`src/hw/rtl/dnsx_pkg.sv`:
```
// Shared types and constants for the DNS response address extractor.
// No dependencies; the parser, top level and checker import this package.
`default_nettype none

package dnsx_pkg;

   // Reset value of the expected transaction id register
   localparam logic [15:0] QUERY_ID_RESET = 16'h55AA;

   // Record data length that marks an IPv4 address record
   localparam logic [15:0] RDATA_IPV4_LEN = 16'h0004;

   // Byte offsets within the fixed header, the question tail and the answer record
   localparam int unsigned OFFSET_W = 4;
   localparam logic [OFFSET_W-1:0] HDR_ID_HI   = 4'd0;
   localparam logic [OFFSET_W-1:0] HDR_ID_LO   = 4'd1;
   localparam logic [OFFSET_W-1:0] HDR_FLAGS   = 4'd2;
   localparam logic [OFFSET_W-1:0] HDR_QD_HI   = 4'd4;
   localparam logic [OFFSET_W-1:0] HDR_QD_LO   = 4'd5;
   localparam logic [OFFSET_W-1:0] HDR_AN_HI   = 4'd6;
   localparam logic [OFFSET_W-1:0] HDR_AN_LO   = 4'd7;
   localparam logic [OFFSET_W-1:0] HDR_LAST    = 4'd11;
   localparam logic [OFFSET_W-1:0] QTAIL_LAST  = 4'd3;
   localparam logic [OFFSET_W-1:0] ANS_RDLEN_HI = 4'd10;
   localparam logic [OFFSET_W-1:0] ANS_RDLEN_LO = 4'd11;

   // Result status codes
   typedef enum logic [2:0] {
      ST_OK       = 3'd0,
      ST_ID       = 3'd1,
      ST_NOTRESP  = 3'd2,
      ST_NOANSWER = 3'd3,
      ST_TRUNC    = 3'd4
   } status_type;

   // Parser phases, one-hot
   typedef enum logic [7:0] {
      PH_HEADER   = 8'b0000_0001,
      PH_QLEN     = 8'b0000_0010,
      PH_QLABEL   = 8'b0000_0100,
      PH_QTAIL    = 8'b0000_1000,
      PH_AFIXED   = 8'b0001_0000,
      PH_ACAPTURE = 8'b0010_0000,
      PH_ASKIP    = 8'b0100_0000,
      PH_DONE     = 8'b1000_0000
   } phase_type;

   // One result item as it leaves the parser
   typedef struct packed {
      status_type  status;
      logic        address_found;
      logic [31:0] ipv4_address;
   } result_type;

endpackage

`default_nettype wire

```
`src/hw/rtl/dnsx_channels.sv`:
```
// Channel interfaces of the DNS response address extractor: request bytes,
// result items and register writes. Standalone; no package needed.
`default_nettype none

// Packet byte channel
interface dnsx_req_if;
   logic       valid;
   logic       ready;
   logic [7:0] data_byte;
   logic       last_byte;
   modport source (output valid, data_byte, last_byte, input ready);
   modport sink   (input valid, data_byte, last_byte, output ready);
endinterface

// Result channel
interface dnsx_rsp_if;
   logic        valid;
   logic        ready;
   logic [2:0]  status;
   logic        address_found;
   logic [31:0] ipv4_address;
   modport source (output valid, status, address_found, ipv4_address, input ready);
   modport sink   (input valid, status, address_found, ipv4_address, output ready);
endinterface

// Register write channel carrying the expected transaction id
interface dnsx_csr_if;
   logic        valid;
   logic        ready;
   logic [15:0] query_id;
   modport source (output valid, query_id, input ready);
   modport sink   (input valid, query_id, output ready);
endinterface

`default_nettype wire

```
`src/hw/rtl/dnsx_parser.sv`:
```
// Byte-wise DNS response parser: header checks, question skip, answer walk
// and IPv4 capture. Depends on dnsx_pkg.
`default_nettype none

module dnsx_parser import dnsx_pkg::*; (
   input  logic        clock,
   input  logic        reset,
   input  logic [15:0] query_id,
   input  logic        take,
   input  logic [7:0]  data_byte,
   input  logic        last_byte,
   output result_type  result
);

   phase_type             phase_ff, phase_in;
   logic [OFFSET_W-1:0]   offset_ff, offset_in;
   logic [15:0]           questions_ff, questions_in;
   logic [15:0]           answers_ff, answers_in;
   logic [7:0]            label_ff, label_in;
   logic [15:0]           rdata_ff, rdata_in;
   logic [31:0]           addr_ff, addr_in;
   logic                  addr_valid_ff, addr_valid_in;
   status_type            error_ff, error_in;

   logic [15:0]           answers_dec;
   logic [15:0]           rdata_dec;
   logic [15:0]           questions_dec;
   logic [15:0]           rdlen;
   logic [OFFSET_W-1:0]   offset_inc;

   assign answers_dec   = answers_ff - 16'd1;
   assign rdata_dec     = rdata_ff - 16'd1;
   assign questions_dec = questions_ff - 16'd1;
   assign rdlen         = {rdata_ff[15:8], data_byte};
   assign offset_inc    = offset_ff + 1'b1;

   // Advance the parse by one byte; a latched error freezes everything
   always_comb begin
      phase_in      = phase_ff;
      offset_in     = offset_ff;
      questions_in  = questions_ff;
      answers_in    = answers_ff;
      label_in      = label_ff;
      rdata_in      = rdata_ff;
      addr_in       = addr_ff;
      addr_valid_in = addr_valid_ff;
      error_in      = error_ff;
      if (error_ff == ST_OK) begin
         case (phase_ff)
            PH_HEADER: begin
               case (offset_ff)
                  HDR_ID_HI: if (data_byte != query_id[15:8]) error_in = ST_ID;
                  HDR_ID_LO: if (data_byte != query_id[7:0]) error_in = ST_ID;
                  HDR_FLAGS: if (!data_byte[7]) error_in = ST_NOTRESP;
                  HDR_QD_HI: questions_in = {data_byte, 8'h00};
                  HDR_QD_LO: questions_in = {questions_ff[15:8], data_byte};
                  HDR_AN_HI: answers_in = {data_byte, 8'h00};
                  HDR_AN_LO: begin
                     answers_in = {answers_ff[15:8], data_byte};
                     if ({answers_ff[15:8], data_byte} == 16'd0) error_in = ST_NOANSWER;
                  end
                  default: ;
               endcase
               if (offset_ff == HDR_LAST) begin
                  offset_in = '0;
                  phase_in  = (questions_ff == 16'd0) ? PH_AFIXED : PH_QLEN;
               end else begin
                  offset_in = offset_inc;
               end
            end
            PH_QLEN: begin
               if (data_byte == 8'd0) begin
                  offset_in = '0;
                  phase_in  = PH_QTAIL;
               end else begin
                  label_in = data_byte;
                  phase_in = PH_QLABEL;
               end
            end
            PH_QLABEL: begin
               label_in = label_ff - 8'd1;
               if (label_ff == 8'd1) phase_in = PH_QLEN;
            end
            PH_QTAIL: begin
               offset_in = offset_inc;
               if (offset_ff == QTAIL_LAST) begin
                  questions_in = questions_dec;
                  offset_in    = '0;
                  phase_in     = (questions_dec == 16'd0) ? PH_AFIXED : PH_QLEN;
               end
            end
            PH_AFIXED: begin
               if (offset_ff == ANS_RDLEN_HI) begin
                  rdata_in  = {data_byte, 8'h00};
                  offset_in = offset_inc;
               end else if (offset_ff == ANS_RDLEN_LO) begin
                  rdata_in  = rdlen;
                  offset_in = '0;
                  if (rdlen == 16'd0) begin
                     answers_in = answers_dec;
                     phase_in   = (answers_dec == 16'd0) ? PH_DONE : PH_AFIXED;
                  end else if (rdlen == RDATA_IPV4_LEN && !addr_valid_ff) begin
                     phase_in = PH_ACAPTURE;
                  end else begin
                     phase_in = PH_ASKIP;
                  end
               end else begin
                  offset_in = offset_inc;
               end
            end
            PH_ACAPTURE: begin
               addr_in  = {addr_ff[23:0], data_byte};
               rdata_in = rdata_dec;
               if (rdata_dec == 16'd0) begin
                  addr_valid_in = 1'b1;
                  answers_in    = answers_dec;
                  offset_in     = '0;
                  phase_in      = (answers_dec == 16'd0) ? PH_DONE : PH_AFIXED;
               end
            end
            PH_ASKIP: begin
               rdata_in = rdata_dec;
               if (rdata_dec == 16'd0) begin
                  answers_in = answers_dec;
                  offset_in  = '0;
                  phase_in   = (answers_dec == 16'd0) ? PH_DONE : PH_AFIXED;
               end
            end
            default: ;
         endcase
      end
   end

   // Form the result from the state after this byte
   always_comb begin
      if (error_in != ST_OK) begin
         result.status = error_in;
      end else if (phase_in != PH_DONE) begin
         result.status = ST_TRUNC;
      end else begin
         result.status = ST_OK;
      end
      result.address_found = addr_valid_in;
      result.ipv4_address  = addr_valid_in ? addr_in : 32'd0;
   end

   // Hold parser state; drop it after the last byte of a packet
   always_ff @(posedge clock) begin
      if (reset || (take && last_byte)) begin
         phase_ff      <= PH_HEADER;
         offset_ff     <= '0;
         questions_ff  <= '0;
         answers_ff    <= '0;
         label_ff      <= '0;
         rdata_ff      <= '0;
         addr_valid_ff <= 1'b0;
         error_ff      <= ST_OK;
      end else if (take) begin
         phase_ff      <= phase_in;
         offset_ff     <= offset_in;
         questions_ff  <= questions_in;
         answers_ff    <= answers_in;
         label_ff      <= label_in;
         rdata_ff      <= rdata_in;
         addr_valid_ff <= addr_valid_in;
         error_ff      <= error_in;
      end
   end

   // Shift in address bytes
   always_ff @(posedge clock) begin
      if (take) begin
         addr_ff <= addr_in;
      end
   end

endmodule

`default_nettype wire

```
`src/hw/rtl/dns_response_address_extractor.sv`:
```
// Top level of the DNS response address extractor: channels, expected id
// register and result register. Depends on dnsx_pkg, dnsx_channels, dnsx_parser.
//
// Usage:
//   req_chan carries a DNS response one byte per item; last_byte marks the
//   final byte of a packet. rsp_chan returns one item per packet: status
//   (ok, id mismatch, not a response, no answers, truncated), address_found
//   and the first four-byte answer record as ipv4_address (zero if none).
//   csr_chan writes the expected transaction id; it is always ready and
//   should be written only while no packet is in progress.
// Timing:
//   One byte is accepted per cycle unless stalled. The result appears on
//   rsp_chan in the cycle after the last byte is accepted; the parser updates
//   a small set of counters per byte between its state and result registers.
// Reset:
//   Synchronous reset clears the parser, empties the result register and
//   loads the expected id with 0x55AA.
// Stall:
//   A held result does not block bytes of the next packet; only a new last
//   byte waits (req_chan.ready low) while an untaken result occupies the
//   result register and rsp_chan.ready is low.
`default_nettype none

module dns_response_address_extractor import dnsx_pkg::*; (
   input  logic       clock,
   input  logic       reset,
   dnsx_req_if.sink   req_chan,
   dnsx_rsp_if.source rsp_chan,
   dnsx_csr_if.sink   csr_chan
);

   logic [15:0] query_id_ff;
   logic        rsp_valid_ff, rsp_valid_in;
   result_type  rsp_result_ff;
   result_type  parse_result;
   logic        take;
   logic        slot_free;

   // Accept a byte unless it would finish a packet into a full result slot
   assign slot_free      = !rsp_valid_ff || rsp_chan.ready;
   assign req_chan.ready = slot_free || !req_chan.last_byte;
   assign take           = req_chan.valid && req_chan.ready;

   // Register write port
   assign csr_chan.ready = 1'b1;

   always_ff @(posedge clock) begin
      if (reset) begin
         query_id_ff <= QUERY_ID_RESET;
      end else if (csr_chan.valid && csr_chan.ready) begin
         query_id_ff <= csr_chan.query_id;
      end
   end

   dnsx_parser u_parser (
      .clock     (clock),
      .reset     (reset),
      .query_id  (query_id_ff),
      .take      (take),
      .data_byte (req_chan.data_byte),
      .last_byte (req_chan.last_byte),
      .result    (parse_result)
   );

   // Load the result on the last byte; hold it until taken
   always_comb begin
      if (take && req_chan.last_byte) begin
         rsp_valid_in = 1'b1;
      end else if (rsp_chan.ready) begin
         rsp_valid_in = 1'b0;
      end else begin
         rsp_valid_in = rsp_valid_ff;
      end
   end

   always_ff @(posedge clock) begin
      if (reset) begin
         rsp_valid_ff <= 1'b0;
      end else begin
         rsp_valid_ff <= rsp_valid_in;
      end
   end

   always_ff @(posedge clock) begin
      if (take && req_chan.last_byte) begin
         rsp_result_ff <= parse_result;
      end
   end

   assign rsp_chan.valid         = rsp_valid_ff;
   assign rsp_chan.status        = rsp_result_ff.status;
   assign rsp_chan.address_found = rsp_result_ff.address_found;
   assign rsp_chan.ipv4_address  = rsp_result_ff.ipv4_address;

endmodule

`default_nettype wire

```
`src/flat_wrapper.sv`:
```
// flat-port wrapper written by rule: the top's interface ports become plain ports
module dns_response_address_extractor_flat import dnsx_pkg::*;
  (clock, reset, req_chan_valid, req_chan_data_byte, req_chan_last_byte, req_chan_ready, rsp_chan_valid, rsp_chan_status, rsp_chan_address_found, rsp_chan_ipv4_address, rsp_chan_ready, csr_chan_valid, csr_chan_query_id, csr_chan_ready);
  dnsx_req_if req_chan_i ();
  dnsx_rsp_if rsp_chan_i ();
  dnsx_csr_if csr_chan_i ();
  input  logic clock;
  input  logic reset;
  input wire logic [$bits(req_chan_i.valid)-1:0] req_chan_valid;
  input wire logic [$bits(req_chan_i.data_byte)-1:0] req_chan_data_byte;
  input wire logic [$bits(req_chan_i.last_byte)-1:0] req_chan_last_byte;
  output wire logic [$bits(req_chan_i.ready)-1:0] req_chan_ready;
  output wire logic [$bits(rsp_chan_i.valid)-1:0] rsp_chan_valid;
  output wire logic [$bits(rsp_chan_i.status)-1:0] rsp_chan_status;
  output wire logic [$bits(rsp_chan_i.address_found)-1:0] rsp_chan_address_found;
  output wire logic [$bits(rsp_chan_i.ipv4_address)-1:0] rsp_chan_ipv4_address;
  input wire logic [$bits(rsp_chan_i.ready)-1:0] rsp_chan_ready;
  input wire logic [$bits(csr_chan_i.valid)-1:0] csr_chan_valid;
  input wire logic [$bits(csr_chan_i.query_id)-1:0] csr_chan_query_id;
  output wire logic [$bits(csr_chan_i.ready)-1:0] csr_chan_ready;
  assign req_chan_i.valid = req_chan_valid;
  assign req_chan_i.data_byte = req_chan_data_byte;
  assign req_chan_i.last_byte = req_chan_last_byte;
  assign req_chan_ready = req_chan_i.ready;
  assign rsp_chan_valid = rsp_chan_i.valid;
  assign rsp_chan_status = rsp_chan_i.status;
  assign rsp_chan_address_found = rsp_chan_i.address_found;
  assign rsp_chan_ipv4_address = rsp_chan_i.ipv4_address;
  assign rsp_chan_i.ready = rsp_chan_ready;
  assign csr_chan_i.valid = csr_chan_valid;
  assign csr_chan_i.query_id = csr_chan_query_id;
  assign csr_chan_ready = csr_chan_i.ready;
  dns_response_address_extractor u_core (.clock(clock), .reset(reset), .req_chan(req_chan_i), .rsp_chan(rsp_chan_i), .csr_chan(csr_chan_i));
endmodule
```
`config.mk`:
```
export PLATFORM = sky130hd
export DESIGN_NAME = dns_response_address_extractor_flat
export DESIGN_NICKNAME = d
export VERILOG_FILES = /design/src/hw/rtl/dnsx_pkg.sv /design/src/hw/rtl/dnsx_channels.sv /design/src/hw/rtl/dnsx_parser.sv /design/src/hw/rtl/dns_response_address_extractor.sv /design/src/flat_wrapper.sv
export SDC_FILE = /design/constraint.sdc
export NUM_CORES = 1
export LEC_CHECK = 0
export BUFFER_PORTS_ARGS = -buffer_cell sky130_fd_sc_hd__clkbuf_2
export CAP_MARGIN = 5
export CORE_AREA = 2 2 159 223
export DETAILED_ROUTE_END_ITERATION = 8
export DIE_AREA = 0 0 161 225
export PLACE_DENSITY = 0.52
export SKIP_LAST_GASP = 1
export SYNTH_ARGS = -nofsm -noshare
export SYNTH_HDL_FRONTEND = slang
export SYNTH_SLANG_ARGS = --single-unit
```
`constraint.sdc`:
```
create_clock -name clock -period 6.4 [get_ports clock]
set_input_delay 0.64 -clock clock [delete_from_list [all_inputs] [get_ports clock]]
set_output_delay 0.64 -clock clock [all_outputs]
set_load 0.02 [all_outputs]
```
==> results of run 1 <==
## cells in the final DEF, fill, tap and decap left out, types with 19 or more instances in the layout
master and n:
sky130_fd_sc_hd__edfxtp_1 68, sky130_fd_sc_hd__nand3_1 44, sky130_fd_sc_hd__nand2_1 74, sky130_fd_sc_hd__nor3_1 42, sky130_fd_sc_hd__mux2_2 33, sky130_fd_sc_hd__clkbuf_2 67
sky130_fd_sc_hd__nor2_1 95, sky130_fd_sc_hd__nor2b_1 44, sky130_fd_sc_hd__xnor2_1 23, sky130_fd_sc_hd__o21ai_0 61, sky130_fd_sc_hd__a31oi_1 19, sky130_fd_sc_hd__nor4_1 21
sky130_fd_sc_hd__a21oi_1 51, sky130_fd_sc_hd__inv_1 28, sky130_fd_sc_hd__dfxtp_1 89
## power groups by stage
stage	clock, W	sequential [W]	combinational [W]
after detailed placement	0	0.00113	0.000257
after global routing	0.00104	0.00111	0.000283
final	0.000976	0.00110	0.000259
after CTS	0.00100	0.00110	0.000259
after global placement	0	0.00113	0.000256
after floorplan	0	0.00113	0.000170
## sequential cells by signal, summed over array words and instances, names as in the netlist, 8 cells and up
register	flops
u_core.u_parser.answers_ff	16
u_core.u_parser.phase_ff	8
u_core.u_parser.addr_ff	32
u_core.rsp_chan.ipv4_address	32
u_core.u_parser.label_ff	8
u_core.u_parser.rdata_ff	16
u_core.u_parser.questions_ff	16
u_core.query_id_ff	16
## worst register-to-register path, cell delays in order (launching register included)
cell                      delay [ps]
sky130_fd_sc_hd__dfxtp_1         400
sky130_fd_sc_hd__inv_1           140
sky130_fd_sc_hd__ha_1            250
sky130_fd_sc_hd__nor3b_2         450
sky130_fd_sc_hd__nand4_1         240
sky130_fd_sc_hd__xnor2_1         270
sky130_fd_sc_hd__o31a_1          380
sky130_fd_sc_hd__nor4_4          530
sky130_fd_sc_hd__mux2_2          400
sky130_fd_sc_hd__nor2_1           70
## cells by family after synthesis
kind of cell,Yosys count
compound gates,252
xor+xnor,30
fa+ha+maj,13
buf+inv,101
flops,157
mux,42
other cells,1
simple gates,430
## how the worst max path moves through the flow
stage | slack, ps | startpoint | to | cells after the start
5_1_grt | 2860 | u_core.rsp_chan.valid | u_core.u_parser.rdata_ff[2] | 7
4_1_cts | 3210 | u_core.u_parser.rdata_ff[0] | u_core.u_parser.offset_ff[1] | 9
3_3_place_gp | 2960 | rsp_chan_ready | u_core.u_parser.rdata_ff[3] | 9
3_5_place_dp | 2880 | rsp_chan_ready | u_core.u_parser.rdata_ff[4] | 8
6_report | 3220 | u_core.u_parser.rdata_ff[0] | u_core.u_parser.offset_ff[1] | 9
2_1_floorplan | 3490 | rsp_chan_ready | u_core.u_parser.label_ff[1] | 7
## cell type report
cell class                 count  area, sq um
tap                          451          564
timing repair buffer          77          410
clock inverter                14          126
multi-input combinational    768         4910
sequential                   157         3820
inverter                      29          109
clock buffer                  18          429
fill                        3634        23700
## per-stage QoR
step | utilization [%] | std cells | hold WS (ps)
6_report | 30.5 | 1514 | 404
5_1_grt | 30.5 | 1514 | 398
4_1_cts | 30.5 | 1514 | 398
3_5_place_dp | 28.9 | 1482 | 492
3_3_place_gp | 28.9 | 1482 | 474
2_1_floorplan | - | 1026 | 458
## per-layer routing
layer  track usage [%]  part of all wire [%]  vias up
li1                  -                     -     3851
met1              18.2                    43     3874
met2              25.7                    49      244
met3              2.17                   3.5       70
met4              8.01                   4.3        0
met5                 0                     0        -
==> qor.log, run 1 <==
qor: outcome.run_status complete, no violations
qor: drt.detailedRoute.firstIterationViolations 546
qor: worst_setup_path.worst_path_dominant_cell_family simple AND/OR/NAND/NOR gates
qor: drt.routed_via_density 5.31
qor: synthesis.post-synth-top-area-cell sky130_fd_sc_hd__edfxtp_1
qor: worst_setup_path.timing.critical_path.required 6770 ps
qor: pwr.power.density_cell_area 225 nW/um^2
qor: synthesis.postSynthRegisterBits 157
qor: synthesis.net_count_after_synthesis 1,069
qor: place.place.gp.congestion 0.908
qor: cts.clock_buffers_created_by_tritoncts 17
qor: layout.insertedDiodeCount 0
qor: drt.drt-pass1-iter-count 5
qor: sta.timing.clock.skew 15.0 ps
qor: worst_hold_path.hp-start csr_chan_query_id[10]
qor: worst_setup_path.crit_type reg2reg
qor: synthesis.netlist_top_cells_count sky130_fd_sc_hd__nor2_1, sky130_fd_sc_hd__dfxtp_1, sky130_fd_sc_hd__nand2_1, sky130_fd_sc_hd__edfxtp_1, sky130_fd_sc_hd__o21ai_0
qor: worst_setup_path.cp-end-kind flip-flop
qor: sta.rsz0062_at_grt false
qor: die.die_width 161 microns
qor: die.boundaryPins 69
qor: worst_setup_path.critical-path-slowest-cell sky130_fd_sc_hd__nor4_4
qor: die.floorplan.core_area 34,000 sq um
qor: sta.post-route-period-util 49.7%
qor: cts.clock_tree.htree_level_count 4
qor: sta.setup_slack 3220 ps
qor: synthesis.post_synth_mux_area_share 5.05%
qor: global_route.wire_length_of_the_first_global_routing_pass 42,800 microns
qor: worst_setup_path.timing.critical_path.arrival 3550 ps
qor: layout.area.growth.synth_to_final 13.5%
qor: global_route.groute.usage.overall 15.0%
qor: synthesis.synth_simple_gate_area_share 25.5%
qor: pwr.seq_pwr_share 47.2%
qor: die.area_of_the_die 36,200 sq um
qor: drt.wl_per_cell 17.7 microns
qor: sta.worstMarginPinSlew 962 ps
qor: sta.setup-violations-final 0
qor: cts.clk_latency 440 ps
qor: worst_hold_path.holdCritPathClass in2reg
qor: global_route.grt_start_max_net_pins 41
qor: global_route.antenna_violations_before_repair 0
qor: global_route.number_of_global_route_vias_before_repair 7,814
qor: synthesis.combinational_family_with_the_most_area_after_synthesis simple AND/OR/NAND/NOR gates
qor: synthesis.yosys.area_share.adder 1.78%
qor: die.floorplan.die.height 225 microns
qor: synthesis.dominantRegCellSynth sky130_fd_sc_hd__dfxtp_1
qor: layout.fin_nets 1,093
qor: synthesis.yosysWarningCount 0
qor: place.placed_area 9820 sq um
qor: synthesis.synth_enable_flop_cells 68
qor: worst_setup_path.cp_cell_sequence inv_1 -> ha_1 -> nor3b_2 -> nand4_1 -> xnor2_1 -> o31a_1 -> nor4_4 -> mux2_2 -> nor2_1
qor: cts.path_clk_slew 70 ps
qor: synthesis.synth.distinct_cells 84
qor: synthesis.sequential_area_share_after_synthesis 41.8%
qor: worst_hold_path.holdPathStages 2
qor: place.place.detailed.hpwl 18,800 microns
qor: cts.clock_tree.root_cell sky130_fd_sc_hd__clkbuf_16
qor: die.start_util 26.8%
qor: pwr.p_comb_share 11.1%
qor: cts.post_cts_resize_count 0
qor: layout.post_route_cells_drive_above_1_share 16.3%
qor: drt.postRouteAntennaNets 0
qor: synthesis.synth_top_cell_area_share 22.3%
qor: synthesis.netlist_top_cells_area sky130_fd_sc_hd__edfxtp_1, sky130_fd_sc_hd__dfxtp_1, sky130_fd_sc_hd__mux2_2
qor: worst_setup_path.max_stage_delay 530 ps
qor: die.number_of_core_rows 80
qor: drt.remaining_drc_errors 0
qor: pwr.power.share.clock 41.7%
qor: sta.setup_total_negative_slack 0 ps
qor: cts.cts_tree yes
qor: cts.clkSinkCount 157
qor: cts.holdBufCountCts 0
qor: place.dp_slack 2880 ps
qor: cts.post_cts.repair.setup_buffers 0
qor: layout.design_area 10,400 sq um
qor: pwr.power.net_switching 0.000657 W
qor: sta.report.final.hold_viol_count 0
qor: global_route.grt_remaining_overflow 0
qor: synthesis.synth_cells 1,026
qor: pwr.leakage 3.72 nW
qor: worst_setup_path.worstRegToRegCells 9
qor: flow_run.reported_max_cap_violation_count 0
qor: pwr.p_sw_share 28.1%
qor: drt.vias 8,039
qor: drt.routed_wirelength 26,800 microns
qor: synthesis.synthesis.area_per_instance 8.91 sq um
qor: worst_setup_path.critical_path_buf_inv_count 1
qor: synthesis.synth_compound_gate_area_share 18.5%
qor: worst_setup_path.rr_startpoint u_core.u_parser.rdata_ff[0]
qor: sta.timing.max_slew.rel_slack 35.7%
qor: cts.ctsLongestPathBuffers 2
qor: synthesis.synthXorXnorAreaFrac 2.88%
qor: sta.timing.final.crit_period 3180 ps
qor: pwr.p_total 0.00234 W
qor: place.port_buffers 67
qor: worst_setup_path.r2r_setup_slack 3220 ps
qor: pwr.internal_power 0.00168 W
qor: sta.fmax 314 MHz
qor: pwr.vdd.ir_drop.worst 0.162 mV
qor: worst_setup_path.worst_r2r_endpoint u_core.u_parser.offset_ff[1]
qor: synthesis.async_flop_share 0%
qor: worst_setup_path.critical_path_peak_fanout 8
qor: synthesis.netlist_area 9140 sq um
qor: sta.timing_max_transition_violations_final 0
qor: synthesis.post-synth-top-count-cell sky130_fd_sc_hd__nor2_1
qor: worst_setup_path.worst_setup_path_start_kind flip-flop
qor: worst_hold_path.hold_worst_path_end u_core.query_id_ff[10]
Power figures use the tool's default switching activity.
==> run 2: changes to the inputs <==
--- a/config.mk
+++ b/config.mk
@@ -10,7 +10,7 @@
 export CORE_AREA = 2 2 159 223
 export DETAILED_ROUTE_END_ITERATION = 8
 export DIE_AREA = 0 0 161 225
-export PLACE_DENSITY = 0.52
+export PLACE_DENSITY = 0.53
 export SKIP_LAST_GASP = 1
 export SYNTH_ARGS = -nofsm -noshare
 export SYNTH_HDL_FRONTEND = slang
==> constraint.sdc (replaced) <==
create_clock -name clock -period 2.6 [get_ports clock]
set_input_delay 0.26 -clock clock [delete_from_list [all_inputs] [get_ports clock]]
set_output_delay 0.26 -clock clock [all_outputs]
set_load 0.02 [all_outputs]
==> qor.log, run 2 (synthesis gave the netlist of run 1 again) <==
qor: pwr.vdd.ir_drop.worst 0.399 mV
qor: sta.finalHoldWorstSlack 34.0 ps
qor: sta.post-route-period-util 100%
qor: sta.setup_total_negative_slack -8.35 ps
qor: drt.vias 8,382
qor: layout.most_common_cell_after_layout_fill_and_taps_aside sky130_fd_sc_hd__buf_4
qor: place.port_buffers 67
qor: sta.setup_slack -8.35 ps
qor: drt.dr_wl_met3 1060 microns
qor: sta.rsz0062_at_grt true
qor: sta.timing_max_transition_violations_final 0
qor: drt.top_layer_used met4
qor: cts.ctsLongestPathBuffers 2
qor: sta.setup-violations-final 1
qor: layout.area.growth.synth_to_final 25.1%
qor: global_route.number_of_global_route_vias_before_repair 8,149
qor: cts.path_clk_slew 70 ps
qor: sta.worstMarginPinSlew 624 ps
qor: die.die_width 161 microns
qor: pwr.leakage 4.37 nW
qor: worst_setup_path.timing.critical_path.required 2750 ps
qor: worst_setup_path.cp-end-kind flip-flop
qor: drt.routed_wirelength 28,000 microns
qor: worst_setup_path.worst_setup_path_start_kind flip-flop
qor: place.place.detailed.hpwl 19,800 microns
qor: pwr.p_total 0.00593 W
qor: drt.detailedRoute.firstIterationViolations 531
qor: worst_setup_path.r2r_setup_slack -8 ps
qor: sta.timing.final.crit_period 2610 ps
qor: pwr.power.density_cell_area 519 nW/um^2
qor: worst_setup_path.timing.critical_path.arrival 2760 ps
qor: drt.wl_per_cell 17.3 microns
qor: cts.clock_tree.root_cell sky130_fd_sc_hd__clkbuf_16
qor: layout.final_core_utilization 33.6%
qor: drt.routed_via_density 5.18
qor: die.floorplan.die.height 225 microns
qor: worst_hold_path.holdCritPathClass in2reg
qor: die.floorplan.core_area 34,000 sq um
qor: worst_setup_path.critical_path_peak_fanout 4
qor: layout.post_route_cells_drive_above_1_share 26.2%
qor: place.dp_slack -107 ps
qor: sta.timing.clock.skew 18.5 ps
qor: cts.cts_tree yes
qor: die.boundaryPins 69
qor: die.area_of_the_die 36,200 sq um
qor: layout.insertedDiodeCount 0
qor: cts.clkSinkCount 157
qor: drt.remaining_drc_errors 0
qor: layout.fin_nets 1,198
qor: flow_run.reported_max_cap_violation_count 0
qor: drt.drt-pass1-iter-count 5
qor: outcome.run_status finished with violations
qor: drt.met2WireLength 13,900 microns
qor: global_route.groute.usage.overall 15.4%
qor: global_route.grt_start_max_net_pins 38
qor: layout.n_fill_cell 3,545
qor: outcome.failed_checks setup timing
qor: cts.clk_latency 440 ps
qor: sta.report.final.hold_viol_count 0
qor: die.start_util 26.8%
qor: global_route.wire_length_of_the_first_global_routing_pass 44,100 microns
qor: sta.timing.max_slew.rel_slack 58.2%
qor: layout.mostFrequentLayoutCells sky130_fd_sc_hd__buf_4, sky130_fd_sc_hd__nor2_1, sky130_fd_sc_hd__dfxtp_1, sky130_fd_sc_hd__nand2_1, sky130_fd_sc_hd__edfxtp_1
qor: cts.clock_tree.htree_level_count 4
qor: place.place.gp.congestion 0.939
qor: global_route.antenna_violations_before_repair 0
qor: cts.clock_buffers_created_by_tritoncts 17
qor: worst_setup_path.crit_type reg2reg
qor: global_route.grt_remaining_overflow 0
qor: drt.postRouteAntennaNets 0
qor: drt.m1WireLength 11,900 microns
qor: die.number_of_core_rows 80
qor: sta.fmax 383 MHz
## run 2: cell count changes in the layout (fill, tap and decap cells not counted), moves of 3 or more
cell / previous run / this run
sky130_fd_sc_hd__buf_12: 0 / 4
sky130_fd_sc_hd__buf_4: 10 / 110
sky130_fd_sc_hd__dfxtp_1: 89 / 85
sky130_fd_sc_hd__dfxtp_2: 0 / 4
sky130_fd_sc_hd__ha_1: 13 / 10
sky130_fd_sc_hd__inv_1: 28 / 25
sky130_fd_sc_hd__inv_2: 1 / 4
sky130_fd_sc_hd__nor4_1: 21 / 16
sky130_fd_sc_hd__nor4_2: 2 / 5
sky130_fd_sc_hd__o41ai_1: 4 / 1
## run 2: worst max-delay path: stages, from the launching register on
cell and delay, ps:
sky130_fd_sc_hd__dfxtp_1 320, sky130_fd_sc_hd__inv_2 80, sky130_fd_sc_hd__ha_4 150, sky130_fd_sc_hd__or3b_2 470
sky130_fd_sc_hd__o31ai_2 210, sky130_fd_sc_hd__nand4_1 190, sky130_fd_sc_hd__o41ai_2 360, sky130_fd_sc_hd__a21oi_1 150
sky130_fd_sc_hd__a211oi_1 260, sky130_fd_sc_hd__a31oi_1 130
## run 2: final timing paths
| kind | startpoint | end | depth (start not counted) |
|---|---|---|---|
| worst min-delay path | csr_chan_query_id[3] | u_core.query_id_ff[3] | 2 |
| worst min register to register | u_core.u_parser.label_ff[6] | u_core.u_parser.label_ff[6] | 2 |
| worst max register to register | u_core.u_parser.questions_ff[0] | u_core.rsp_chan.status[2] | 9 |
| worst max-delay path | u_core.u_parser.questions_ff[0] | u_core.rsp_chan.status[2] | 9 |
## run 2: cell type report
type	instances	area (sq um)	area share [%]
Multi-Input combinational cell	768	5100	44.7
Sequential cell	157	3830	33.5
Timing Repair Buffer	182	1250	11.0
Tap cell	451	564	4.94
Clock buffer	18	439	3.84
Clock inverter	14	133	1.16
Inverter	29	109	0.952
## run 2: layer usage
metal,up-vias,track usage (%)
met1,4008,18.2
li1,4051,-
met4,0,8.06
met5,-,0
met2,252,26.8
met3,71,2.61
## run 2: stage by stage
stage	area, sq um	cells
final	11400	1619
after global routing	11400	1619
after CTS	11200	1616
after detailed placement	10600	1585
after global placement	10600	1585
after floorplan	9150	1026
## run 2: power breakdown
part / switching (W) / internal (W)
sequential: 0.0000504 / 0.00266
clock: 0.00112 / 0.00136
combinational: 0.000438 / 0.000299
## run 2: what timing repair did
item | 4_1_cts | 5_1_grt
endpoints found under the hold margin | 0 | 0
setup endpoints to repair | 1 | 53
hold buffers | 0 | 0
pin swaps | 5 | 7
setup buffers | 0 | 3
gates resized for setup | 8 | 30
==> run 3: changes to the inputs <==
--- a/config.mk
+++ b/config.mk
@@ -10,7 +10,7 @@
 export CORE_AREA = 2 2 159 223
 export DETAILED_ROUTE_END_ITERATION = 8
 export DIE_AREA = 0 0 161 225
-export PLACE_DENSITY = 0.53
+export PLACE_DENSITY = 0.52
 export SKIP_LAST_GASP = 1
 export SYNTH_ARGS = -nofsm -noshare
 export SYNTH_HDL_FRONTEND = slang
==> constraint.sdc (replaced) <==
create_clock -name clock -period 2.9 [get_ports clock]
set_input_delay 0.29 -clock clock [delete_from_list [all_inputs] [get_ports clock]]
set_output_delay 0.29 -clock clock [all_outputs]
set_load 0.02 [all_outputs]
==> qor.log, run 3 (synthesis gave the netlist of run 1 again) <==
qor: outcome.run_status complete, no violations
qor: cts.ctsLongestPathBuffers 2
qor: drt.vias 8,113
qor: worst_hold_path.holdCritPathClass in2reg
qor: layout.seqCellArea 3820 sq um
qor: layout.multiInputGateArea 4980 sq um
qor: die.floorplan.core_area 34,000 sq um
qor: worst_setup_path.cp-startpoint u_core.u_parser.phase_ff[7]
qor: sta.timing.clock.skew 17.0 ps
qor: layout.area.growth.synth_to_final 18.5%
qor: pwr.power.net_switching 0.00135 W
qor: cts.clkSinkCount 157
qor: die.number_of_core_rows 80
qor: flow_run.reported_max_cap_violation_count 0
qor: pwr.p_sw_share 25.5%
qor: pwr.seq_pwr_share 46.1%
qor: layout.final_cell_count_no_fill 1,559
qor: drt.detailedRoute.firstIterationViolations 499
qor: worst_setup_path.crit_type reg2reg
qor: pwr.internal_power 0.00394 W
qor: place.place.gp.congestion 0.913
qor: drt.wl_per_cell 17.3 microns
qor: worst_setup_path.timing.critical_path.required 3160 ps
qor: sta.worstMarginPinSlew 768 ps
qor: layout.mostFrequentLayoutCells sky130_fd_sc_hd__nor2_1, sky130_fd_sc_hd__dfxtp_1, sky130_fd_sc_hd__nand2_1, sky130_fd_sc_hd__clkbuf_2, sky130_fd_sc_hd__edfxtp_1
qor: pwr.power.density_cell_area 489 nW/um^2
qor: die.area_of_the_die 36,200 sq um
qor: place.place.detailed.hpwl 18,900 microns
qor: layout.most_common_cell_after_layout_fill_and_taps_aside sky130_fd_sc_hd__nor2_1
qor: pwr.vdd.ir_drop.worst 0.328 mV
qor: cts.clock_tree.htree_level_count 4
qor: sta.timing.max_slew.rel_slack 48.4%
qor: layout.n_fill_cell 3,586
qor: pwr.p_comb_share 11.4%
qor: cts.clk_latency 430 ps
qor: global_route.grt_start_max_net_pins 38
qor: global_route.number_of_global_route_vias_before_repair 7,734
qor: place.place_inst 1,524
qor: die.floorplan.die.height 225 microns
qor: worst_hold_path.hp-start csr_chan_query_id[10]
qor: global_route.antenna_violations_before_repair 0
qor: cts.clock_tree.root_cell sky130_fd_sc_hd__clkbuf_16
qor: sta.setup_total_negative_slack 0 ps
qor: worst_setup_path.critical_path_peak_fanout 10
qor: pwr.power.share.clock 42.5%
qor: drt.remaining_drc_errors 0
qor: drt.routed_via_density 5.20
qor: global_route.groute.usage.overall 14.7%
qor: layout.fin_nets 1,138
qor: sta.timing.final.crit_period 2760 ps
qor: layout.post_route_cells_drive_above_1_share 19.8%
qor: sta.rsz0062_at_grt false
qor: sta.report.final.hold_viol_count 0
qor: sta.setup-violations-final 0
qor: worst_setup_path.cp-end-kind flip-flop
qor: die.start_util 26.8%
qor: global_route.wire_length_of_the_first_global_routing_pass 42,200 microns
qor: place.port_buffers 67
qor: cts.clock_buffers_created_by_tritoncts 17
qor: pwr.leakage 4.00 nW
qor: sta.timing_max_transition_violations_final 0
qor: drt.routed_wirelength 27,000 microns
qor: die.boundaryPins 69
qor: worst_setup_path.worst_setup_path_start_kind flip-flop
qor: global_route.grt_remaining_overflow 0
qor: sta.fmax 363 MHz
qor: cts.path_clk_slew 60 ps
qor: worst_setup_path.timing.critical_path.arrival 3020 ps
qor: sta.post-route-period-util 95.1%
qor: worst_setup_path.rr_startpoint u_core.u_parser.phase_ff[7]
qor: drt.drt-pass1-iter-count 5
qor: layout.insertedDiodeCount 0
qor: cts.cts_tree yes
qor: drt.postRouteAntennaNets 0
qor: die.die_width 161 microns
run 3: cell types whose count changed in the layout (fill, tap and decap cells not counted), sizes merged:
cell | before | now
inv | 35 | 31
bufinv | 1 | 2
clkinv | 3 | 4
clkbuf | 85 | 89
buf | 115 | 55
clkinvlp | 4 | 2
run 3: routing by layer:
layer  part of all wire [%]  global-route usage (%)  up-vias
met2                     49                    25.5      208
met5                      0                       0        -
li1                       -                       -     3937
met1                     43                    17.6     3906
met3                    3.6                    2.15       62
met4                    4.2                    7.81        0
run 3: area by class of cell:
class                   instances  share of cell area (%)
clock inverters                10                    1.05
well taps                     451                    5.21
repair buffers                122                    7.14
inverters                      29                    1.01
flip-flops and latches        157                    35.3
multi-input cells             768                    46.0
clock buffers                  22                    4.31
run 3: critical path, stage by stage (launching register included):
cell and delay (ps):
sky130_fd_sc_hd__dfxtp_1 380, sky130_fd_sc_hd__nor4_4 550, sky130_fd_sc_hd__nand4_1 330, sky130_fd_sc_hd__nor3_1 720, sky130_fd_sc_hd__inv_1 90, sky130_fd_sc_hd__a31oi_1 260
sky130_fd_sc_hd__a211oi_1 80, sky130_fd_sc_hd__a31oi_1 170
run 3: per-stage QoR:
| stage | power (W) | utilization (%) | hold slack [ps] | cell area (sq um) | setup WS, ps |
|---|---|---|---|---|---|
| 2_1_floorplan | 0.00287 | - | 412 | 9140 | 236 |
| 6_report | 0.00529 | 31.8 | 71.4 | 10800 | 142 |
| 5_1_grt | 0.00550 | 31.8 | 68.4 | 10800 | 3.06 |
| 4_1_cts | 0.00533 | 31.6 | 59.1 | 10700 | 28.9 |
| 3_5_place_dp | 0.00308 | 29.9 | 499 | 10200 | 65.7 |
| 3_3_place_gp | 0.00308 | 29.9 | 484 | 10200 | 97.4 |
run 3: power groups by stage:
stage	sequential (W)	clock, W	combinational, W
floorplan	0.00249	0	0.000376
global placement	0.00248	0	0.000600
detailed placement	0.00248	0	0.000600
CTS	0.00244	0.00229	0.000602
global route	0.00244	0.00240	0.000659
finish	0.00244	0.00225	0.000605
run 3: path summary, 6_finish.rpt:
path / slack (ps) / cells past startpoint / to
min: 70 / 2 / u_core.query_id_ff[10]
max: 140 / 7 / u_core.rsp_chan.status[2]
max reg2reg: 140 / 7 / u_core.rsp_chan.status[2]
min reg2reg: 510 / 2 / u_core.u_parser.label_ff[6]
run 3: timing repair:
action / in CTS / in global routing
setup buffers: 0 / 3
hold buffers: 0 / 0
resized for setup: 0 / 9
setup endpoints to repair: 0 / 23
